`config.mk`:
```
export PLATFORM = sky130hd
export DESIGN_NAME = timed_voice_allocator_unit
export DESIGN_NICKNAME = d
export VERILOG_FILES = /design/src/rtl/core/tva_pkg.sv /design/src/rtl/core/tva_ram.sv /design/src/rtl/core/timed_voice_allocator_unit.sv
export SDC_FILE = /design/constraint.sdc
export NUM_CORES = 2
export LEC_CHECK = 0
export ABC_AREA = 1
export CORE_UTILIZATION = 63
export DETAILED_ROUTE_END_ITERATION = 12
export DONT_BUFFER_PORTS = 1
export PLACE_DENSITY = 0.77
export SLEW_MARGIN = 15
export SYNTH_ARGS = -nofsm -noshare
export SYNTH_HDL_FRONTEND = slang
export SYNTH_SLANG_ARGS = --single-unit
```
`constraint.sdc`:
```
create_clock -name clk -period 6.9 [get_ports clk]
set_input_delay 2.07 -clock clk [delete_from_list [all_inputs] [get_ports clk]]
set_output_delay 2.07 -clock clk [all_outputs]
set_load 0.02 [all_outputs]
```
`src/rtl/core/tva_pkg.sv`:
```
// ----------------------------------------------------------------------------
// tva_pkg
// Shared types and constants of the timed voice allocator.
// ----------------------------------------------------------------------------
package tva_pkg;

	localparam int MAX_VOICES_DEF = 64;
	localparam int TIME_W         = 31;
	localparam int VOICE_W        = 6;
	localparam int COUNT_W        = 7;

	typedef struct packed {
		logic [TIME_W-1:0]  wait_time;
		logic               continues_voice;
		logic [VOICE_W-1:0] prior_voice;
		logic               reserved_later;
		logic               loads_graph;
		logic [TIME_W-1:0]  graph_time;
	} in_word_t;

	typedef struct packed {
		logic [VOICE_W-1:0] assigned_voice;
		logic               fresh_voice;
		logic               table_full;
		logic [COUNT_W-1:0] voices_in_use;
	} out_word_t;

	typedef enum logic [1:0] {
		ST_IDLE,
		ST_SWEEP,
		ST_COMMIT
	} state_t;

endpackage

```
`src/rtl/core/tva_ram.sv`:
```
// ----------------------------------------------------------------------------
// tva_ram
// Generic simple dual-port RAM, one write and one registered read port.
// ----------------------------------------------------------------------------
module tva_ram #(
	parameter int WIDTH = 32,
	parameter int DEPTH = 64,
	localparam int AW = (DEPTH > 1) ? $clog2(DEPTH) : 1
) (
	input  logic             clk,
	input  logic             we,
	input  logic [AW-1:0]    waddr,
	input  logic [WIDTH-1:0] wdata,
	input  logic [AW-1:0]    raddr,
	output logic [WIDTH-1:0] rdata
);

	logic [WIDTH-1:0] mem [DEPTH];

	always_ff @(posedge clk) begin
		if (we) begin
			mem[waddr] <= wdata;
		end
		rdata <= mem[raddr];
	end

endmodule

```
`src/rtl/core/timed_voice_allocator_unit.sv`:
```
// ----------------------------------------------------------------------------
// timed_voice_allocator_unit
// Assigns a voice to each timed event and ages all allocated voices.
// ----------------------------------------------------------------------------
// An event word is accepted only in the idle state. While the table is still
// empty it goes straight to commit; otherwise the voice memory is swept one
// entry per cycle through its single read port, over the N voices allocated
// before it (up to MAX_VOICES), each entry aged by the event's wait and
// written back while the first free voice is searched; the last write-back
// and a settling step follow the reads, then the commit state updates the
// chosen voice. The result sits in an
// output register, so the next event is taken and swept while the previous
// result still waits; its commit holds until that register is free.
// Entries above the allocated count are never read before being written,
// so the memory needs no clearing after reset.
module timed_voice_allocator_unit #(
	parameter int MAX_VOICES = tva_pkg::MAX_VOICES_DEF
) (
	input  logic                clk,
	input  logic                arst_n,
	input  logic                in_valid,
	output logic                in_ready,
	input  tva_pkg::in_word_t   in_data,
	output logic                out_valid,
	input  logic                out_ready,
	output tva_pkg::out_word_t  out_data
);

	localparam int TW  = tva_pkg::TIME_W;
	localparam int VW  = (MAX_VOICES > 1) ? $clog2(MAX_VOICES) : 1;
	localparam int CW  = $clog2(MAX_VOICES + 1);
	localparam int PW  = (CW > tva_pkg::VOICE_W) ? CW : tva_pkg::VOICE_W;
	localparam int EW  = TW + 1;
	localparam logic [CW-1:0] MAX_CNT = CW'(MAX_VOICES);

	tva_pkg::state_t   state_q, state_d;
	tva_pkg::in_word_t item_q;
	tva_pkg::out_word_t out_q;
	logic              out_valid_q;

	logic [CW-1:0] count_q;
	logic [CW-1:0] rd_idx_q;
	logic          vld_s1;
	logic [VW-1:0] addr_s1;
	logic          found_q;
	logic [VW-1:0] found_idx_q;
	logic [TW-1:0] prior_time_q;

	logic          rd_done, rd_en, slot_free, commit;
	logic          ram_we;
	logic [VW-1:0] ram_waddr;
	logic [EW-1:0] ram_wdata, ram_rdata;

	logic [TW-1:0] cur_time, dec_time;
	logic          cur_resv;

	logic [PW-1:0] prior_w;
	logic          cont_ok, full;
	logic          fresh;
	logic [VW-1:0] voice;
	logic [TW-1:0] keep_time;
	logic [CW-1:0] count_d;

	tva_ram #(
		.WIDTH (EW),
		.DEPTH (MAX_VOICES)
	) u_voice_ram (
		.clk   (clk),
		.we    (ram_we),
		.waddr (ram_waddr),
		.wdata (ram_wdata),
		.raddr (rd_idx_q[VW-1:0]),
		.rdata (ram_rdata)
	);

	assign rd_done   = (rd_idx_q == count_q);
	assign slot_free = !out_valid_q || out_ready;

	// next state
	always_comb begin
		state_d = state_q;
		unique case (state_q)
			tva_pkg::ST_IDLE: begin
				if (in_valid) begin
					state_d = (count_q == '0) ? tva_pkg::ST_COMMIT : tva_pkg::ST_SWEEP;
				end
			end
			tva_pkg::ST_SWEEP: begin
				if (rd_done && !vld_s1) begin
					state_d = tva_pkg::ST_COMMIT;
				end
			end
			tva_pkg::ST_COMMIT: begin
				if (slot_free) begin
					state_d = tva_pkg::ST_IDLE;
				end
			end
			default: state_d = tva_pkg::ST_IDLE;
		endcase
	end

	// state outputs
	always_comb begin
		in_ready = (state_q == tva_pkg::ST_IDLE);
		rd_en    = (state_q == tva_pkg::ST_SWEEP) && !rd_done;
		commit   = (state_q == tva_pkg::ST_COMMIT) && slot_free;
	end

	// aging of the entry returned by the memory
	assign cur_time = ram_rdata[TW-1:0];
	assign cur_resv = ram_rdata[TW];
	assign dec_time = (cur_time < item_q.wait_time) ? '0 : cur_time - item_q.wait_time;

	// voice choice at commit
	always_comb begin
		prior_w   = PW'(item_q.prior_voice);
		cont_ok   = item_q.continues_voice && (prior_w < PW'(count_q));
		fresh     = 1'b0;
		full      = 1'b0;
		voice     = '0;
		keep_time = '0;
		count_d   = count_q;
		priority if (cont_ok) begin
			voice     = VW'(item_q.prior_voice);
			keep_time = prior_time_q;
		end else if (found_q) begin
			voice = found_idx_q;
		end else if (count_q != MAX_CNT) begin
			voice   = count_q[VW-1:0];
			fresh   = 1'b1;
			count_d = count_q + CW'(1);
		end else begin
			full = 1'b1;
		end
	end

	// one write port: sweep write-back, else the commit update
	always_comb begin
		ram_we    = 1'b0;
		ram_waddr = addr_s1;
		ram_wdata = {cur_resv, dec_time};
		if (vld_s1) begin
			ram_we = 1'b1;
		end else if (commit && !full) begin
			ram_we    = 1'b1;
			ram_waddr = voice;
			ram_wdata = {item_q.reserved_later,
				item_q.loads_graph ? item_q.graph_time : keep_time};
		end
	end

	always_ff @(posedge clk or negedge arst_n) begin
		if (!arst_n) begin
			state_q     <= tva_pkg::ST_IDLE;
			count_q     <= '0;
			rd_idx_q    <= '0;
			vld_s1      <= 1'b0;
			found_q     <= 1'b0;
			out_valid_q <= 1'b0;
		end else begin
			state_q <= state_d;
			vld_s1  <= rd_en;
			if (in_valid && in_ready) begin
				rd_idx_q <= '0;
				found_q  <= 1'b0;
			end else if (rd_en) begin
				rd_idx_q <= rd_idx_q + CW'(1);
			end
			if (vld_s1 && !found_q && !cur_resv && (dec_time == '0)) begin
				found_q <= 1'b1;
			end
			if (commit) begin
				count_q     <= count_d;
				out_valid_q <= 1'b1;
			end else if (out_ready) begin
				out_valid_q <= 1'b0;
			end
		end
	end

	always_ff @(posedge clk) begin
		if (in_valid && in_ready) begin
			item_q       <= in_data;
			prior_time_q <= '0;
		end
		if (rd_en) begin
			addr_s1 <= rd_idx_q[VW-1:0];
		end
		if (vld_s1) begin
			if (!found_q) begin
				found_idx_q <= addr_s1;
			end
			if (PW'(addr_s1) == PW'(item_q.prior_voice)) begin
				prior_time_q <= dec_time;
			end
		end
		if (commit) begin
			out_q.assigned_voice <= full ? '0 : tva_pkg::VOICE_W'(voice);
			out_q.fresh_voice    <= fresh;
			out_q.table_full     <= full;
			out_q.voices_in_use  <= tva_pkg::COUNT_W'(count_d);
		end
	end

	assign out_valid = out_valid_q;
	assign out_data  = out_q;

endmodule

```
==> reports/results.ini <==
[floorplanning]
die_h_um = 378
pin_count = 92
start_util_pct = 63.6
die_w_um = 378
die_area_um2 = 143000
core-area_um2 = 140000
placementRows = 137

[route]
wire_per_inst_um = 28.2
num_vias = 60100
drt-total-wl_mm = 252
antenna_left = 0
dr.first_iter.drc_count = 9619
drt_pass1_iterations = 8
drc = 0
drt-vias-per-instance = 6.71

[layout]
postLayoutCoreUtil_pct = 70.2
nets = 7017
syn2layout_area_growth_pct = 10.4
drive_above_1_share_pct = 8.14
final.fill_count = 9024

[timing]
tightest_slew_ns = 1.26
fin_tns_setup_ns = 0
fin_skew_ns = 0.0343
post-route-min-period_ns = 5.32
fin_crit_sh_pct = 77.1
rsz0062_at_grt = false
fmax_mhz = 188
whs_ns = 0.477
finalSetupViolCount = 0
maxSlewViolCount = 0
hold_violations = 0
maxSlewHeadroom_pct = 15.6

[logic_synthesis]
syn_inst = 7001
ys_async_sr_fraction_pct = 0.853
ys_seq_area_share_pct = 74.4
yosysWarningCount = 0
syn-cell-area_um2 = 89000
ys_seq_elements = 2228
synth_nets = 7117
syn_area_per_cell_um2 = 12.7
ys_types = 50
synth_top_flop_cell = edfxtp_1
synth_edf_count = 2146

[worst_setup_path]
cp_max_fo = 32
cp.arrival_ns = 5.76
worstPathRequired_ns = 7.34
setup.worst_path.class = reg -> reg
cp-end-kind = flop
r2r-start = count_q[4]$_DFFE_PN0P_
reg2reg_to = u_voice_ram.mem[5][8]$_DFFE_PP_
start_kind = flop
ff2ff_path_depth = 11
rrSetupSlack_ns = 1.58

[worst_hold_path]
hold_depth = 0
whs_endpoint = found_idx_q[0]$_DFFE_PP_
hold_class = reg -> reg
hold_start = addr_s1[0]$_DFFE_PP_

[global_routing]
antenna_found_initial = 23
grt_first_pass_wirelength_mm = 365
grt_max_degree = 213
grt_pass1_vias = 56900
grt_use_total_pct = 35.1
grt.overflow.total = 0

[clocking]
clockBufferDepth = 3
postCtsHoldBufs = 0
cts_resized = 0
ctsHtreeMaxLevel = 4
clk_pin_slew_ns = 0.06
root_buffer = clkbuf_16
post-cts-setup-buffer-count = 0
cts.sinks = 2228
cts_buffers = 208
clkLatencyLatePin_ns = 0.85
cts_tree = yes

[pwr]
finalPower_uw = 49000
powerDensity_nw_per_um2 = 499
p_leak_uw = 0.0323
ir_drop_mv = 0.425

[placement]
dpl.hpwl_mm = 144
port_buffers = 0
gp_congestion = 0.980

[job]
cap_violations = 0

[status]
status = complete, no violations

[area by class of cell]
cell class	count	area (um2)	share of cell area, %
antenna	9	22.5	0.0229
timing repair buffer	151	1350	1.38
clock buffer	260	5500	5.59
sequential	2228	66200	67.4
inverter	211	821	0.836
clock inverter	116	895	0.911
multi-input combinational	4101	21100	21.5
tap	1876	2350	2.39
[placed cells by master (no fill, tap or decap), drive strengths merged, types with 13 or more instances in the layout]
cell,instances
clkinv,99
ha,40
edfxtp,2146
nand2,641
nor2,1180
nand3,320
dfrtp,19
dfxtp,63
bufinv,13
a21oi,110
a31oi,27
o221ai,199
buf,151
clkbuf,260
o21ai,1119
inv,211
nand4,39
o211ai,59
o22ai,314
[worst max-delay path, stage by stage (launching register included)]
cell     delay, ns
dfrtp_1       0.41
inv_2         0.15
ha_1          0.26
a21oi_1       0.13
nor2_1        0.06
a21oi_2       0.11
nand3_2       0.46
inv_2         0.57
o21ai_0       0.34
o21ai_2       0.62
nand2_1       0.62
nor2_4        1.15
[kinds of logic (layout without fill, tap and decap cells)]
logic type	count (synthesis)	count (layout)	synth area share, %
xor+xnor	15	15	0.148
simple gates	2197	2197	9.96
compound gates	1847	1847	12.0
flops	2228	2228	74.4
mux	1	1	0.0112
fa+ha+maj	41	41	0.585
buf+inv	672	738	2.95
other cells	0	9	0
[through the flow]
| stage | std cells | cell area, um2 | setup WS, ns |
|---|---|---|---|
| after global routing | 8950 | 98200 | 1.46 |
| after detailed placement | 8567 | 91800 | 1.34 |
| after floorplan | 7001 | 89000 | 0.800 |
| after CTS | 8943 | 98200 | 1.79 |
| after global placement | 8564 | 91700 | 1.42 |
| final | 8952 | 98200 | 1.58 |
[cell usage after synthesis, types with 4 or more instances]
master / number / area, um2
nor3_1: 10 / 50.1
a21oi_1: 109 / 546
nand4_1: 38 / 238
o211ai_1: 59 / 443
nand2_1: 639 / 2400
nand3_1: 309 / 1550
inv_1: 196 / 736
clkbuf_1: 375 / 1410
o22ai_1: 314 / 1960
a22o_1: 5 / 43.8
nor2_1: 1175 / 4410
o221ai_1: 199 / 1740
inv_2: 12 / 45.0
buf_1: 17 / 63.8
buf_4: 5 / 37.5
ha_1: 40 / 500
xor2_1: 10 / 87.6
a31oi_1: 27 / 169
xnor2_1: 5 / 43.8
nor2_2: 5 / 31.3
buf_2: 63 / 315
dfrtp_1: 19 / 475
o21ai_0: 1113 / 5570
dfxtp_1: 63 / 1260
nand3_2: 10 / 100
a211oi_1: 5 / 37.5
o21ai_2: 4 / 35.0
edfxtp_1: 2146 / 64400
[sequential cells by signal, summed over array words and instances (netlist names)]
register           flops
vld_s1                 1
out_data              15
state_q                2
item_q                71
out_valid              1
u_voice_ram.mem     2048
prior_time_q          31
u_voice_ram.rdata     32
found_idx_q            6
rd_idx_q               7
addr_s1                6
found_q                1
count_q                7
[how the worst max path moves through the flow]
stage	startpoint	to	slack, ns
after floorplan	out_ready	u_voice_ram.mem[0][28]$_DFFE_PP_	0.80
after global placement	out_ready	u_voice_ram.mem[2][12]$_DFFE_PP_	1.42
after detailed placement	out_ready	u_voice_ram.mem[2][12]$_DFFE_PP_	1.34
after CTS	count_q[4]$_DFFE_PN0P_	u_voice_ram.mem[2][13]$_DFFE_PP_	1.79
after global routing	count_q[4]$_DFFE_PN0P_	u_voice_ram.mem[43][19]$_DFFE_PP_	1.46
final	count_q[4]$_DFFE_PN0P_	u_voice_ram.mem[5][8]$_DFFE_PP_	1.58
[report_power, final]
group | switching [uW] | internal (uW)
sequential | 457 | 18900
combinational | 14800 | 3970
clock | 4830 | 6090
total | 20100 | 28900
[metal layers]
layer  part of all wire (%)  wire, um  GRT usage, %
met3                     14     35500          9.40
met1                     36     89600          47.6
met5                  0.047       118             0
met4                    5.7     14300          19.3
met2                     45    113000          52.2
(Power assumes the default switching activity.)
